--- src/hdl/memory_region_registration_table_defines.svh ---
// assertion macros used by the region table sequencer
`ifndef MEMORY_REGION_REGISTRATION_TABLE_DEFINES_SVH
`define MEMORY_REGION_REGISTRATION_TABLE_DEFINES_SVH
`ifndef SYNTHESIS
`define MRRT_ASSERT(lbl, prop, msg) \
  lbl: assert property (@(posedge clk) disable iff (!rst_n) (prop)) else $error(msg);
`define MRRT_ASSERT_NEXT(lbl, ante, cons, msg) \
  lbl: assert property (@(posedge clk) disable iff (!rst_n) (ante) |=> (cons)) else $error(msg);
`else
`define MRRT_ASSERT(lbl, prop, msg)
`define MRRT_ASSERT_NEXT(lbl, ante, cons, msg)
`endif
`endif

--- src/hdl/mrrt_pkg.sv ---
// shared types and constants of the region registration table
package mrrt_pkg;

  localparam int MRRT_TABLE_ENTRIES = 16;
  localparam int MAX_RESULTS        = 16;
  localparam int BW                 = $clog2(MAX_RESULTS);

  localparam logic [1:0] OP_QUERY  = 2'd0;
  localparam logic [1:0] OP_ADD    = 2'd1;
  localparam logic [1:0] OP_REMOVE = 2'd2;

  localparam logic [1:0] STATUS_OK          = 2'd0;
  localparam logic [1:0] STATUS_NOT_COVERED = 2'd1;
  localparam logic [1:0] STATUS_FULL        = 2'd2;

  typedef struct packed {
    logic [47:0] base;
    logic [47:0] length;
    logic [7:0]  location;
    logic [15:0] refs;
  } mrrt_entry_t;

  typedef struct packed {
    logic [1:0]  status;
    mrrt_entry_t ent;
    logic        changed;
    logic        last;
  } mrrt_result_t;

  typedef enum logic [3:0] {
    ST_IDLE, ST_Q_RD, ST_Q_CHK, ST_Q_ERD, ST_Q_EMIT,
    ST_A_RD, ST_A_CHK, ST_U_RD, ST_U_WR, ST_A_NEW,
    ST_R_RD, ST_R_CHK, ST_D_RD, ST_D_WR, ST_RESP
  } mrrt_state_t;

endpackage

--- src/hdl/mrrt_if.sv ---
// input and result channel interfaces
interface mrrt_in_if;
  logic        valid;
  logic        ready;
  logic [1:0]  op;
  logic [47:0] base;
  logic [47:0] length;
  logic [7:0]  location_tag;
  modport source (output valid, op, base, length, location_tag, input ready);
  modport sink (input valid, op, base, length, location_tag, output ready);
endinterface

interface mrrt_out_if;
  logic        valid;
  logic        ready;
  logic [1:0]  status;
  logic [47:0] entry_base;
  logic [47:0] entry_length;
  logic [7:0]  entry_location;
  logic [15:0] entry_refs;
  logic        changed;
  logic        last;
  modport source (output valid, status, entry_base, entry_length, entry_location,
                  entry_refs, changed, last, input ready);
  modport sink (input valid, status, entry_base, entry_length, entry_location,
                entry_refs, changed, last, output ready);
endinterface

--- src/hdl/memory_region_registration_table.sv ---
// Memory region registration table with reference counts.
// in_if carries one operation per transfer (op, base, length, location_tag):
// query coverage, add region or remove region; op 3 is dropped with no result.
// out_if carries result transfers; last marks the final one of an operation.
// A query yields the chain of covering regions, or one not-covered result.
// Add and remove yield exactly one result each.
// Entries sit in a single-port-read memory, scanned one entry at a time
// (address, then compare on the registered read data); inserts and releases
// shift later entries one at a time (read, then write). An insert ahead of
// existing entries shifts them before the new entry is written. A query
// rescans the table for each chain link and then reads back each result, so
// the table scan sets the rate. Each new operation is taken from idle.
// A new operation is taken only when the previous one has finished; the last
// result may still sit in the output register while the next one is taken.
// If the receiver stalls, the sequencer holds until the output register frees.
// Synchronous reset empties the table (count to zero) and drops any result;
// no clearing pass is needed, so operations are taken right after reset.
module memory_region_registration_table import mrrt_pkg::*; #(
  parameter int TABLE_ENTRIES = MRRT_TABLE_ENTRIES,
  localparam int IW = $clog2(TABLE_ENTRIES)
) (
  input logic        clk,
  input logic        rst_n,
  mrrt_in_if.sink    in_if,
  mrrt_out_if.source out_if
);

  logic [IW-1:0] rd_addr, wr_addr;
  logic          wr_en;
  mrrt_entry_t   rd_data, wr_data;

  // entry storage
  mrrt_mem #(.TABLE_ENTRIES(TABLE_ENTRIES)) u_mem (
    .clk     (clk),
    .rd_addr (rd_addr),
    .rd_data (rd_data),
    .wr_en   (wr_en),
    .wr_addr (wr_addr),
    .wr_data (wr_data)
  );

  // operation sequencer
  mrrt_ctrl #(.TABLE_ENTRIES(TABLE_ENTRIES)) u_ctrl (
    .clk     (clk),
    .rst_n   (rst_n),
    .in_if   (in_if),
    .out_if  (out_if),
    .rd_addr (rd_addr),
    .rd_data (rd_data),
    .wr_en   (wr_en),
    .wr_addr (wr_addr),
    .wr_data (wr_data)
  );

endmodule

--- src/hdl/mrrt_mem.sv ---
// region entry memory, one write port and one registered read port
module mrrt_mem import mrrt_pkg::*; #(
  parameter int TABLE_ENTRIES = MRRT_TABLE_ENTRIES,
  localparam int IW = $clog2(TABLE_ENTRIES)
) (
  input  logic        clk,
  input  logic [IW-1:0] rd_addr,
  output mrrt_entry_t rd_data,
  input  logic        wr_en,
  input  logic [IW-1:0] wr_addr,
  input  mrrt_entry_t wr_data
);

  mrrt_entry_t mem [TABLE_ENTRIES];

  // write port
  always_ff @(posedge clk) begin
    if (wr_en) begin
      mem[wr_addr] <= wr_data;
    end
  end

  // read port
  always_ff @(posedge clk) begin
    rd_data <= mem[rd_addr];
  end

endmodule

--- src/hdl/mrrt_ctrl.sv ---
// sequencer that scans, updates and shifts the sorted region table
`include "memory_region_registration_table_defines.svh"
module mrrt_ctrl import mrrt_pkg::*; #(
  parameter int TABLE_ENTRIES = MRRT_TABLE_ENTRIES,
  localparam int IW = $clog2(TABLE_ENTRIES),
  localparam int CW = $clog2(TABLE_ENTRIES + 1)
) (
  input  logic          clk,
  input  logic          rst_n,
  mrrt_in_if.sink       in_if,
  mrrt_out_if.source    out_if,
  output logic [IW-1:0] rd_addr,
  input  mrrt_entry_t   rd_data,
  output logic          wr_en,
  output logic [IW-1:0] wr_addr,
  output mrrt_entry_t   wr_data
);

  mrrt_state_t  state_r, state_nxt;
  logic [CW-1:0] count_r, idx_r, i_r, pos_r;
  logic         pos_found_r;
  logic [47:0]  base_r, len_r;
  logic [7:0]   loc_r;
  logic [48:0]  cur_r, end_r;
  logic [BW:0]  n_r, ei_r;
  logic [IW-1:0] chain_r [MAX_RESULTS];
  mrrt_result_t res_r, out_r;
  logic         out_valid_r;

  logic         in_xfer, slot_free, push;
  logic [CW-1:0] idx_inc, i_inc, i_dec, a_pos;
  logic         last_scan, q_hit, a_match, a_before, r_match, emit_last;
  logic [48:0]  ent_end;
  logic [15:0]  r_refs, a_refs;
  mrrt_entry_t  ent, new_ent, a_ent, r_ent;

  // compare terms on the entry just read
  always_comb begin
    ent       = rd_data;
    ent_end   = {1'b0, ent.base} + {1'b0, ent.length};
    idx_inc   = idx_r + CW'(1);
    i_inc     = i_r + CW'(1);
    i_dec     = i_r - CW'(1);
    last_scan = (idx_inc == count_r);
    q_hit     = ({1'b0, ent.base} <= cur_r) && (ent_end > cur_r);
    a_match   = (ent.base == base_r) && (ent.length == len_r);
    a_before  = (base_r < ent.base) || ((base_r == ent.base) && (len_r > ent.length));
    a_pos     = pos_found_r ? pos_r : (a_before ? idx_r : count_r);
    r_match   = (ent.base == base_r) && ((len_r == '0) || (ent.length == len_r));
    r_refs    = (ent.refs != '0) ? ent.refs - 16'd1 : 16'd0;
    a_refs    = (ent.refs != 16'hFFFF) ? ent.refs + 16'd1 : ent.refs;
    a_ent     = '{base: ent.base, length: ent.length, location: ent.location, refs: a_refs};
    r_ent     = '{base: ent.base, length: ent.length, location: ent.location, refs: r_refs};
    emit_last = ((ei_r + (BW+1)'(1)) == n_r);
    new_ent   = '{base: base_r, length: len_r, location: loc_r, refs: 16'd1};
    slot_free = !out_valid_r || out_if.ready;
    in_xfer   = in_if.valid && in_if.ready;
  end

  // next state
  always_comb begin
    state_nxt = state_r;
    unique case (state_r)
      ST_IDLE: begin
        if (in_xfer) begin
          case (in_if.op)
            OP_QUERY:  state_nxt = (count_r == '0) ? ST_RESP : ST_Q_RD;
            OP_ADD:    state_nxt = (count_r == '0) ? ST_A_NEW : ST_A_RD;
            OP_REMOVE: state_nxt = (count_r == '0) ? ST_RESP : ST_R_RD;
            default:   state_nxt = ST_IDLE;
          endcase
        end
      end
      ST_Q_RD:  state_nxt = ST_Q_CHK;
      ST_Q_CHK: begin
        if (q_hit) begin
          if (n_r == (BW+1)'(MAX_RESULTS)) state_nxt = ST_RESP;
          else if (ent_end >= end_r)       state_nxt = ST_Q_ERD;
          else                             state_nxt = ST_Q_RD;
        end else begin
          state_nxt = last_scan ? ST_RESP : ST_Q_RD;
        end
      end
      ST_Q_ERD:  state_nxt = ST_Q_EMIT;
      ST_Q_EMIT: begin
        if (slot_free) state_nxt = emit_last ? ST_IDLE : ST_Q_ERD;
      end
      ST_A_RD:  state_nxt = ST_A_CHK;
      ST_A_CHK: begin
        if (a_match) state_nxt = ST_RESP;
        else if (last_scan) begin
          if (count_r >= CW'(TABLE_ENTRIES)) state_nxt = ST_RESP;
          else if (a_pos == count_r)         state_nxt = ST_A_NEW;
          else                               state_nxt = ST_U_RD;
        end else begin
          state_nxt = ST_A_RD;
        end
      end
      ST_U_RD:  state_nxt = ST_U_WR;
      ST_U_WR:  state_nxt = (i_dec == pos_r) ? ST_A_NEW : ST_U_RD;
      ST_A_NEW: state_nxt = ST_RESP;
      ST_R_RD:  state_nxt = ST_R_CHK;
      ST_R_CHK: begin
        if (r_match) begin
          if (r_refs != '0 || last_scan) state_nxt = ST_RESP;
          else                           state_nxt = ST_D_RD;
        end else begin
          state_nxt = last_scan ? ST_RESP : ST_R_RD;
        end
      end
      ST_D_RD: state_nxt = ST_D_WR;
      ST_D_WR: state_nxt = ((i_r + CW'(2)) == count_r) ? ST_RESP : ST_D_RD;
      ST_RESP: begin
        if (slot_free) state_nxt = ST_IDLE;
      end
      default: state_nxt = ST_IDLE;
    endcase
  end

  // memory port and handshake outputs
  always_comb begin
    rd_addr     = idx_r[IW-1:0];
    wr_en       = 1'b0;
    wr_addr     = idx_r[IW-1:0];
    wr_data     = ent;
    in_if.ready = 1'b0;
    push        = 1'b0;
    unique case (state_r)
      ST_IDLE:   in_if.ready = 1'b1;
      ST_Q_ERD,
      ST_Q_EMIT: begin
        rd_addr = chain_r[ei_r[BW-1:0]];
        push    = (state_r == ST_Q_EMIT) && slot_free;
      end
      ST_A_CHK: begin
        if (a_match) begin
          wr_en   = 1'b1;
          wr_data = a_ent;
        end
      end
      ST_U_RD: rd_addr = i_dec[IW-1:0];
      ST_U_WR: begin
        wr_en   = 1'b1;
        wr_addr = i_r[IW-1:0];
      end
      ST_A_NEW: begin
        wr_en   = 1'b1;
        wr_addr = pos_r[IW-1:0];
        wr_data = new_ent;
      end
      ST_R_CHK: begin
        if (r_match && r_refs != '0) begin
          wr_en   = 1'b1;
          wr_data = r_ent;
        end
      end
      ST_D_RD: rd_addr = i_inc[IW-1:0];
      ST_D_WR: begin
        wr_en   = 1'b1;
        wr_addr = i_r[IW-1:0];
      end
      ST_RESP: push = slot_free;
      default: ;
    endcase
  end

  // control registers
  always_ff @(posedge clk) begin
    if (!rst_n) begin
      state_r     <= ST_IDLE;
      count_r     <= '0;
      out_valid_r <= 1'b0;
    end else begin
      state_r <= state_nxt;
      if (state_r == ST_A_NEW) count_r <= count_r + CW'(1);
      if (state_r == ST_R_CHK && r_match && r_refs == '0 && last_scan)
        count_r <= count_r - CW'(1);
      if (state_r == ST_D_WR && (i_r + CW'(2)) == count_r)
        count_r <= count_r - CW'(1);
      if (push)              out_valid_r <= 1'b1;
      else if (out_if.ready) out_valid_r <= 1'b0;
    end
  end

  // operation datapath
  always_ff @(posedge clk) begin
    case (state_r)
      ST_IDLE: begin
        base_r      <= in_if.base;
        len_r       <= in_if.length;
        loc_r       <= in_if.location_tag;
        cur_r       <= {1'b0, in_if.base};
        end_r       <= {1'b0, in_if.base} + {1'b0, in_if.length};
        idx_r       <= '0;
        n_r         <= '0;
        ei_r        <= '0;
        pos_r       <= count_r;
        i_r         <= count_r;
        pos_found_r <= 1'b0;
        res_r       <= '{status: (in_if.op == OP_QUERY) ? STATUS_NOT_COVERED : STATUS_OK,
                         ent: '0, changed: 1'b0, last: 1'b1};
      end
      ST_Q_CHK: begin
        if (q_hit) begin
          if (n_r != (BW+1)'(MAX_RESULTS)) begin
            chain_r[n_r[BW-1:0]] <= idx_r[IW-1:0];
            n_r   <= n_r + (BW+1)'(1);
            cur_r <= ent_end;
            idx_r <= '0;
          end
        end else begin
          idx_r <= idx_inc;
        end
      end
      ST_Q_EMIT: begin
        if (slot_free) ei_r <= ei_r + (BW+1)'(1);
      end
      ST_A_CHK: begin
        if (a_match) begin
          res_r <= '{status: res_r.status, ent: a_ent, changed: 1'b0, last: 1'b1};
        end else begin
          pos_r       <= a_pos;
          pos_found_r <= pos_found_r || a_before;
          idx_r       <= idx_inc;
          if (last_scan && count_r >= CW'(TABLE_ENTRIES)) res_r.status <= STATUS_FULL;
        end
      end
      ST_U_WR: i_r <= i_dec;
      ST_A_NEW: begin
        res_r <= '{status: res_r.status, ent: new_ent, changed: 1'b1, last: 1'b1};
      end
      ST_R_CHK: begin
        if (r_match) begin
          res_r <= '{status: res_r.status, ent: r_ent, changed: (r_refs == '0),
                     last: 1'b1};
          i_r   <= idx_r;
        end
        idx_r <= idx_inc;
      end
      ST_D_WR: i_r <= i_inc;
      default: ;
    endcase
  end

  // result register
  always_ff @(posedge clk) begin
    if (push) begin
      if (state_r == ST_Q_EMIT) begin
        out_r <= '{status: STATUS_OK, ent: ent, changed: 1'b0, last: emit_last};
      end else begin
        out_r <= res_r;
      end
    end
  end

  assign out_if.valid          = out_valid_r;
  assign out_if.status         = out_r.status;
  assign out_if.entry_base     = out_r.ent.base;
  assign out_if.entry_length   = out_r.ent.length;
  assign out_if.entry_location = out_r.ent.location;
  assign out_if.entry_refs     = out_r.ent.refs;
  assign out_if.changed        = out_r.changed;
  assign out_if.last           = out_r.last;

  `MRRT_ASSERT(a_count_bound, count_r <= CW'(TABLE_ENTRIES), "region count above table size")
  `MRRT_ASSERT(a_no_write_idle, (state_r != ST_IDLE) || !wr_en, "table write while idle")
  `MRRT_ASSERT(a_chain_bound, n_r <= (BW+1)'(MAX_RESULTS), "query chain too long")
  `MRRT_ASSERT_NEXT(a_insert_grows, state_r == ST_A_NEW, count_r == $past(count_r) + CW'(1), "no growth")

endmodule
--- src/flat_wrapper.sv ---
// flat-port wrapper written by rule: the top's interface ports become plain ports
module memory_region_registration_table_flat import mrrt_pkg::*;
#(
  parameter int TABLE_ENTRIES = MRRT_TABLE_ENTRIES,
  localparam int IW = $clog2(TABLE_ENTRIES)
)
  (clk, rst_n, in_if_valid, in_if_op, in_if_base, in_if_length, in_if_location_tag, in_if_ready, out_if_valid, out_if_status, out_if_entry_base, out_if_entry_length, out_if_entry_location, out_if_entry_refs, out_if_changed, out_if_last, out_if_ready);
  mrrt_in_if in_if_i ();
  mrrt_out_if out_if_i ();
  input logic clk;
  input logic rst_n;
  input wire logic [$bits(in_if_i.valid)-1:0] in_if_valid;
  input wire logic [$bits(in_if_i.op)-1:0] in_if_op;
  input wire logic [$bits(in_if_i.base)-1:0] in_if_base;
  input wire logic [$bits(in_if_i.length)-1:0] in_if_length;
  input wire logic [$bits(in_if_i.location_tag)-1:0] in_if_location_tag;
  output wire logic [$bits(in_if_i.ready)-1:0] in_if_ready;
  output wire logic [$bits(out_if_i.valid)-1:0] out_if_valid;
  output wire logic [$bits(out_if_i.status)-1:0] out_if_status;
  output wire logic [$bits(out_if_i.entry_base)-1:0] out_if_entry_base;
  output wire logic [$bits(out_if_i.entry_length)-1:0] out_if_entry_length;
  output wire logic [$bits(out_if_i.entry_location)-1:0] out_if_entry_location;
  output wire logic [$bits(out_if_i.entry_refs)-1:0] out_if_entry_refs;
  output wire logic [$bits(out_if_i.changed)-1:0] out_if_changed;
  output wire logic [$bits(out_if_i.last)-1:0] out_if_last;
  input wire logic [$bits(out_if_i.ready)-1:0] out_if_ready;
  assign in_if_i.valid = in_if_valid;
  assign in_if_i.op = in_if_op;
  assign in_if_i.base = in_if_base;
  assign in_if_i.length = in_if_length;
  assign in_if_i.location_tag = in_if_location_tag;
  assign in_if_ready = in_if_i.ready;
  assign out_if_valid = out_if_i.valid;
  assign out_if_status = out_if_i.status;
  assign out_if_entry_base = out_if_i.entry_base;
  assign out_if_entry_length = out_if_i.entry_length;
  assign out_if_entry_location = out_if_i.entry_location;
  assign out_if_entry_refs = out_if_i.entry_refs;
  assign out_if_changed = out_if_i.changed;
  assign out_if_last = out_if_i.last;
  assign out_if_i.ready = out_if_ready;
  memory_region_registration_table #(.TABLE_ENTRIES(TABLE_ENTRIES)) u_core (.clk(clk), .rst_n(rst_n), .in_if(in_if_i), .out_if(out_if_i));
endmodule
--- config.mk ---
export PLATFORM = sky130hd
export DESIGN_NAME = memory_region_registration_table_flat
export DESIGN_NICKNAME = d
export VERILOG_FILES = /design/src/hdl/mrrt_pkg.sv /design/src/hdl/mrrt_if.sv /design/src/hdl/memory_region_registration_table.sv /design/src/hdl/mrrt_mem.sv /design/src/hdl/mrrt_ctrl.sv /design/src/flat_wrapper.sv
export VERILOG_INCLUDE_DIRS = /design/src /design/src/hdl
export SDC_FILE = /design/constraint.sdc
export NUM_CORES = 2
export LEC_CHECK = 0
export ABC_CLOCK_PERIOD_IN_PS = 12100
export BUFFER_PORTS_ARGS = -buffer_cell sky130_fd_sc_hd__buf_2
export CORE_MARGIN = 5
export CORE_UTILIZATION = 31
export CTS_BUF_LIST = sky130_fd_sc_hd__clkbuf_8
export DETAILED_ROUTE_END_ITERATION = 10
export PLACE_DENSITY_LB_ADDON = 0.15
export SLEW_MARGIN = 20
export SYNTH_ARGS = -nofsm -noshare
export SYNTH_HDL_FRONTEND = slang
export SYNTH_HIERARCHICAL = 1
export SYNTH_SLANG_ARGS = --single-unit
--- constraint.sdc ---
create_clock -name clk -period 12.1 [get_ports clk]
set_input_delay 1.815 -clock clk [delete_from_list [all_inputs] [get_ports clk]]
set_output_delay 1.815 -clock clk [all_outputs]
set_load 0.1 [all_outputs]
=== Word-level counts from Yosys, hierarchy flattened ===
Memories as Yosys holds them, arrays and structs flattened. A register that Yosys moved wholly into a read port is not among the register bits.
Cells that the tools add are included.
Widths: inputs -> output; s select.

* Latch bits: 0
* RAM bits: 1984
* Flip-flop bits (word level): 486
* Bits of input ports: 110
* Memories: 2
* Word-level logic and storage cells: 204
* Output and inout bits: 126
* Memory bits (read-only): 0

* Mux-type cells: 73
* Divide/modulo/power cells: 0
* Reduce and logical (&&, ||, !) cells: 44
* Add/subtract/negate cells: 12
* Magnitude comparators: 6
* Shift-type cells: 0
* Equality and inequality tests: 37
* Bitwise operators: 2
* Multiply operators: 0

{| class="wikitable"
|+ Memories
! name !! words !! bits a word !! rd ports !! clocked after Yosys merged registers in !! write ports !! RTL line !! source
|-
| u_core.u_mem.mem || 16 || 120 || 1 || 1 || 1 || mrrt_mem.sv:14 || <nowiki>mrrt_entry_t mem [TABLE_ENTRIES];</nowiki>
|-
| u_core.u_ctrl.chain_r || 16 || 4 || 1 || 1 || 1 || mrrt_ctrl.sv:26 || <nowiki>logic [IW-1:0] chain_r [MAX_RESULTS];</nowiki>
|}

{| class="wikitable"
|+ Operators by type and width
! kind !! count
|-
| $pmux 124 s4 || 1
|-
| $mux 122 || 3
|-
| $pmux 120 s3 || 1
|-
| $eq 48x48->1 || 3
|-
| $add 48x48->49 || 2
|-
| $mux 49 || 2
|-
| $pmux 49 s2 || 1
|-
| $mux 5 || 13
|-
| $mux 16 || 4
|-
| $mux 4 || 15
|-
| $pmux 4 s15 || 1
|-
| $ge 49x49->1 || 1
|-
| $gt 49x49->1 || 1
|-
| $le 48x49->1 || 1
|-
| $gt 48x48->1 || 1
|-
| $logic_not 48->1 || 1
|-
| $lt 48x48->1 || 1
|-
| $pmux 5 s4 || 2
|-
| $reduce_bool 16->1 || 2
|-
| $pmux 5 s2 || 3
|-
| $eq 4x4->1 const B || 7
|-
| $add 5x1->5 const B || 5
|-
| $eq 5x5->1 || 5
|-
| $pmux 4 s3 || 2
|-
| other kinds (37) || 96
|}

=== Longest topological paths before layout ===
* Word-level depth: 11
* Mapped depth: 22
* Depth with buffers taken out: 22

=== Modules after synthesis ===
The synthesis kept the hierarchy.

{| class="wikitable"
|+ Modules (own cells, without submodules)
! module !! times used !! cells an instance !! area an instance (um^2) !! seq. area each (um^2)
|-
| mrrt_mem || 1 || 3066 || 74008.5 || 60057.6
|-
| mrrt_ctrl || 1 || 3468 || 35914.4 || 16465.8
|}

=== Worst setup path after synthesis ===
Ideal clock, no wire load.

* Kind: register -> register
* Start: reg, netlist name u_core/u_mem/rd_data[1]
* End: mem u_core/u_mem/mem[0][0] (netlist bit), enable pin
* Setup time: 0.746 ns
* Path slack: 0.270 ns
* Buffers on the path: 2
* Required time: 11.354 ns
* Data arrival time: 11.084 ns
* Stages on the path, launching flop included: 15
* Clock period less this slack: 11.830 ns
* Cells stage by stage: dfxtp_1 clkbuf_1 inv_1 ha_1 or3b_1 clkbuf_1 nor4_1 mux2i_1 nand4_1 nor4_4 nor2_1 nand2_1 nand3_1 or3b_2 nor3_1

* Word-level cells in the longest chain between the ends: 8
* Elaborated cells between the ends (all ways): 9
* Classes of those cells: add/sub: 1; mux: 5; reduce/logical: 3

{| class="wikitable"
|+ RTL lines
! item !! RTL line !! source
|-
| $sub 16x1->16 / $reduce_bool 16->1 (equally long branches) || mrrt_ctrl.sv:50 || <nowiki>r_refs = (ent.refs != '0) ? ent.refs - 16'd1 : 16'd0;</nowiki>
|-
| $mux 16 (*) || mrrt_ctrl.sv:50 ||
|-
| $reduce_bool 16->1 (*) || mrrt_ctrl.sv:152 || <nowiki>if (r_match && r_refs != '0) begin</nowiki>
|-
| $logic_and 1x1->1 (*) || mrrt_ctrl.sv:152 ||
|-
| $mux 1 (*) || mrrt_ctrl.sv:152 ||
|-
| $pmux 1 s3 (*) || mrrt_ctrl.sv:128 || <nowiki>unique case (state_r)</nowiki>
|-
| named net u_core.wr_en || memory_region_registration_table.sv:29 || <nowiki>logic wr_en;</nowiki>
|-
| $mux 1 (*) || mrrt_mem.sv:18 || <nowiki>if (wr_en) begin</nowiki>
|-
| $mux 1 (implied by the code) (*) || mrrt_mem.sv:19 || <nowiki>mem[wr_addr] <= wr_data;</nowiki>
|-
| end, declared || mrrt_mem.sv:14 ||
|}

Mark *: on every way through the listed nets, which the timed path passes. The rest lies on a longest branch.

=== Worst setup path in the final report ===
* Start: reg, netlist name u_core/u_mem/rd_data[24]
* End: reg u_core.u_ctrl.cur_r[24], enable pin

* Word-level cells in the longest chain between the ends: 5

{| class="wikitable"
|+ RTL lines
! item !! RTL line !! source
|-
| $add 48x48->49 || mrrt_ctrl.sv:40 || <nowiki>ent_end = {1'b0, ent.base} + {1'b0, ent.length};</nowiki>
|-
| named net u_core.u_ctrl.ent_end[48] || mrrt_ctrl.sv:33 || <nowiki>logic [48:0] ent_end;</nowiki>
|-
| $gt 49x49->1 || mrrt_ctrl.sv:45 || <nowiki>q_hit = ({1'b0, ent.base} <= cur_r) && (ent_end > cur_r);</nowiki>
|-
| $logic_and 1x1->1 || mrrt_ctrl.sv:45 ||
|-
| $ne 2x2->1 (no line) || - ||
|-
| $reduce_and 3->1 (no line) || - ||
|-
| end signal, assigned || mrrt_ctrl.sv:192 || <nowiki>cur_r <= {1'b0, in_if.base};</nowiki>
|-
| end signal, assigned || mrrt_ctrl.sv:208 || <nowiki>cur_r <= ent_end;</nowiki>
|-
| end, declared || mrrt_ctrl.sv:24 || <nowiki>logic [48:0] cur_r, end_r;</nowiki>
|}

The timed path passes the listed nets, and every way through them passes these cells.
A chain may end at the register's enable or synchronous reset.

==> metrics.yaml <==
status:
  outcome: "complete, no violations"
clocking:
  cts_tree: "built"
  cts.sinks: 2593
  clk_path_buf_depth: 4
  root_buffer: "clkbuf_8"
  cts_max_level: 5
  cts_resized: 0
  worstSkewPairLatency_ns: 1.14
  cts_setup_buffers: 0
  cts.clk_slew.worst_paths_ns: 0.06
  holdBufCountCts: 0
  cts_made_buffers: 445
floorplan:
  rows: 218
  start_util: 0.3114
  ios: 236
  core_region_area_mm2: 0.3530
  die_w_um: 605.5
  die_h_um: 605.5
  dieArea_mm2: 0.3666
timing:
  fmax_ghz: 0.1239
  rsz0062_at_grt: "no"
  slew_viol_final: 0
  final.setup.tns_ns: 0
  relSlewSlack: 0.1846
  setup_viol: 0
  fin_ws_ns: 4.029
  finalHoldViolations: 0
  min_period_ns: 8.071
  skew_ns: 0.1138
  tightest_slew_ns: 1.210
  final.period_utilization: 0.6670
run:
  maxCapViolCount: 0
critical_path:
  crit_type: "register to register"
  crit_start: "u_core/u_mem/rd_data[24]"
  arrival_ns: 8.77
  slowest_delay_ns: 0.73
  crit_chain: "ha_1, inv_1, fa_1, nor2b_1, o31a_1, o41a_1, a221o_1, o21ai_1, o31ai_1, a21oi_1, o21a_1, o21ai_0, ha_1, and4_1, a221oi_1, nand2_1, o311ai_0, a21oi_1, nand3_1, o21ai_4, buf_4"
  cp.required_ns: 12.80
  cp-end-kind: "register"
  cp_max_fo: 44
  rr_endpoint: "u_core/u_ctrl/cur_r[24]"
  r2r-start: "u_core/u_mem/rd_data[24]"
  r2r_cells: 21
  critical_path.startpoint_type: "register"
  crit_path_top_delay_cell: "a21oi_1"
  ff2ff_setup_slack_ns: 4.03
synthesis:
  syn_avg_cell_area_um2: 16.82
  syn_inst: 6534
  yosys.area_share.xor_xnor: 0.01115
  syn-num-nets: 6999
  async_flop_share: 0
  ys_types: 87
  synth-seq-cells: 2593
  synth_top_family_by_area: "multiplexers"
  synth_edf_count: 2459
  ys.warnings.count: 6
  ys_seq_area_frac: 0.6962
  synth-compound-area-share: 0.07754
  yosys.area_share.adder: 0.04054
  yosys.area_share.simple: 0.04711
  synthMuxAreaShare: 0.1067
  synthesis.area_mm2: 0.1099
  synth-main-ff-cell: "edfxtp_1"
grt:
  grt_first_pass_wirelength_mm: 508.2
  grt_use_met2: 0.3277
  antenna_found_initial: 39
  use_met3: 0.02736
  grt_busiest_layer: "met2"
  track_usage: 0.1940
  grt_max_degree: 109
  grt-ovfl-total: 0
  grt_pass1_vias: 65190
  use_met1: 0.2629
place:
  dpl_cell_area_mm2: 0.1173
  io_buffers: 235
  gp_congestion: 0.8678
  place_hpwl_mm: 230.5
  pre_cts_slack_ns: 4.147
detailed_routing:
  vias_per_cell: 5.216
  drcViolationCount: 0
  drt_pass1_iterations: 6
  wire_per_inst_um: 30.03
  vias: 63460
  drt_wl_total_mm: 365.3
  drt_iter0_markers: 5673
  ant_nets: 0
pwr:
  irDropWorstVdd_uv: 201.8
  p_leak_uw: 0.04377
  power.density_mw_per_mm2: 296.2
  finalPower_uw: 37340
cells_and_area:
  area_growth_pct: 14.69
  stdcell_area_mm2: 0.1261
  layout-drive-gt1-share: 0.2107
  final_util: 0.3572
  final_cell_mix: "edfxtp_1, mux4_2, clkbuf_8"
  final_nets: 7522
  final_common_cell: "edfxtp_1"
min_path:
  holdCritStartpoint: "u_core/u_ctrl/res_r[25]"
  hold_class: "register to register"
  whs_endpoint: "u_core/u_ctrl/out_if.entry_location[7]"
  whs_path_depth: 2
## where the power goes
part / leakage [uW] / switching [uW] / internal, uW
clock network: 0.00495 / 3730 / 4110
logic: 0.0151 / 10500 / 5230
registers: 0.0237 / 982 / 12700
total: 0.0438 / 15300 / 22100
## worst max-delay path, delay by kind of cell, from the launching register on
kind / cells / cell delay [ns]
AO/OA/AOI/OAI: 12 / 4.61
adder cells (fa/ha/maj): 3 / 0.82
buffers and inverters: 2 / 0.76
flip-flops: 1 / 0.36
AND/OR/NAND/NOR: 4 / 0.99
## state kept, by name, indices dropped and copies added (netlist names), 16 cells and up, named ones only
signal                             cells
u_core/u_ctrl/cur_r                   49
u_core/u_ctrl/end_r                   49
u_core/u_ctrl/len_r                   48
u_core/u_ctrl/out_if.entry_refs       16
u_core/u_mem/rd_data                 120
u_core/u_ctrl/out_if.entry_length     48
u_core/u_ctrl/chain_r                 64
u_core/u_ctrl/base_r                  48
u_core/u_ctrl/res_r                  123
u_core/u_ctrl/out_if.entry_base       48
u_core/u_mem/mem                    1920
## worst max path at each step
stage | endpoint | cells after the start | slack (ns)
global route | u_core/u_ctrl/cur_r[40] | 22 | 3.79
global placement | u_core/u_ctrl/cur_r[42] | 22 | 4.15
CTS | u_core/u_ctrl/cur_r[17] | 22 | 4.10
finish | u_core/u_ctrl/cur_r[24] | 21 | 4.03
detailed placement | u_core/u_ctrl/cur_r[42] | 21 | 4.15
floorplan | u_core/u_mem/mem[0][0] | 14 | 0.27
## cells by family after synthesis
kind of cell	count (synthesis)
XOR/XNOR	140
AO/OA/AOI/OAI	1244
flip-flops	2593
buffers and inverters	563
AND/OR/NAND/NOR	1096
multiplexers	543
adder cells (fa/ha/maj)	355
## layout make-up
| cell class | instances | area [um2] |
|---|---|---|
| fill | 33530 | 226900 |
| clock inverter | 328 | 2029 |
| clock buffer | 486 | 6689 |
| tap | 4730 | 5918 |
| multi-input combinational | 3378 | 31400 |
| inverter | 260 | 983.4 |
| sequential | 2593 | 76520 |
| timing repair buffer | 379 | 2507 |
| antenna | 11 | 27.53 |
## stage by stage
stage,instances,hold slack [ns]
final,12170,0.5196
after global routing,12160,0.5419
after CTS,12150,0.5163
after detailed placement,11340,0.5061
after global placement,11340,0.5135
after floorplan,6534,0.4877
## cell usage after synthesis (11+ instances only)
library cell / instances / area share
buf_4: 13 / 0.00089
nor4_1: 31 / 0.0018
and2_1: 31 / 0.0018
xor2_1: 51 / 0.0041
mux2_2: 33 / 0.0034
nand2b_1: 21 / 0.0012
o21a_1: 17 / 0.0012
inv_1: 258 / 0.0088
nor3_1: 62 / 0.0028
xnor2_1: 89 / 0.0071
buf_2: 36 / 0.0016
edfxtp_1: 2459 / 0.67
a31oi_1: 16 / 0.00091
clkbuf_1: 219 / 0.0075
nand4_1: 71 / 0.0040
dfxtp_1: 134 / 0.024
a22o_1: 102 / 0.0081
o22ai_1: 13 / 0.00074
mux4_2: 500 / 0.10
and3_1: 32 / 0.0018
a21o_1: 180 / 0.012
ha_1: 353 / 0.040
nor2_1: 176 / 0.0060
nor2b_1: 27 / 0.0015
or3_1: 11 / 0.00063
o211ai_1: 27 / 0.0018
a211oi_1: 27 / 0.0018
nand3_1: 88 / 0.0040
a22oi_1: 247 / 0.017
a221oi_1: 16 / 0.0013
and4_1: 25 / 0.0020
a21oi_1: 216 / 0.0098
o21ai_0: 244 / 0.011
nand2_1: 477 / 0.016
o21bai_1: 16 / 0.0011
buf_1: 25 / 0.00085
## per-layer routing
metal	vias up	share of wire	routed length (um)
met2	2007	0.49	178700
met4	8	0.026	9491
met1	33520	0.43	158700
met3	515	0.050	18350
met5	-	0.00015	53
li1	27410	-	-
Power figures use the tool's default switching activity.
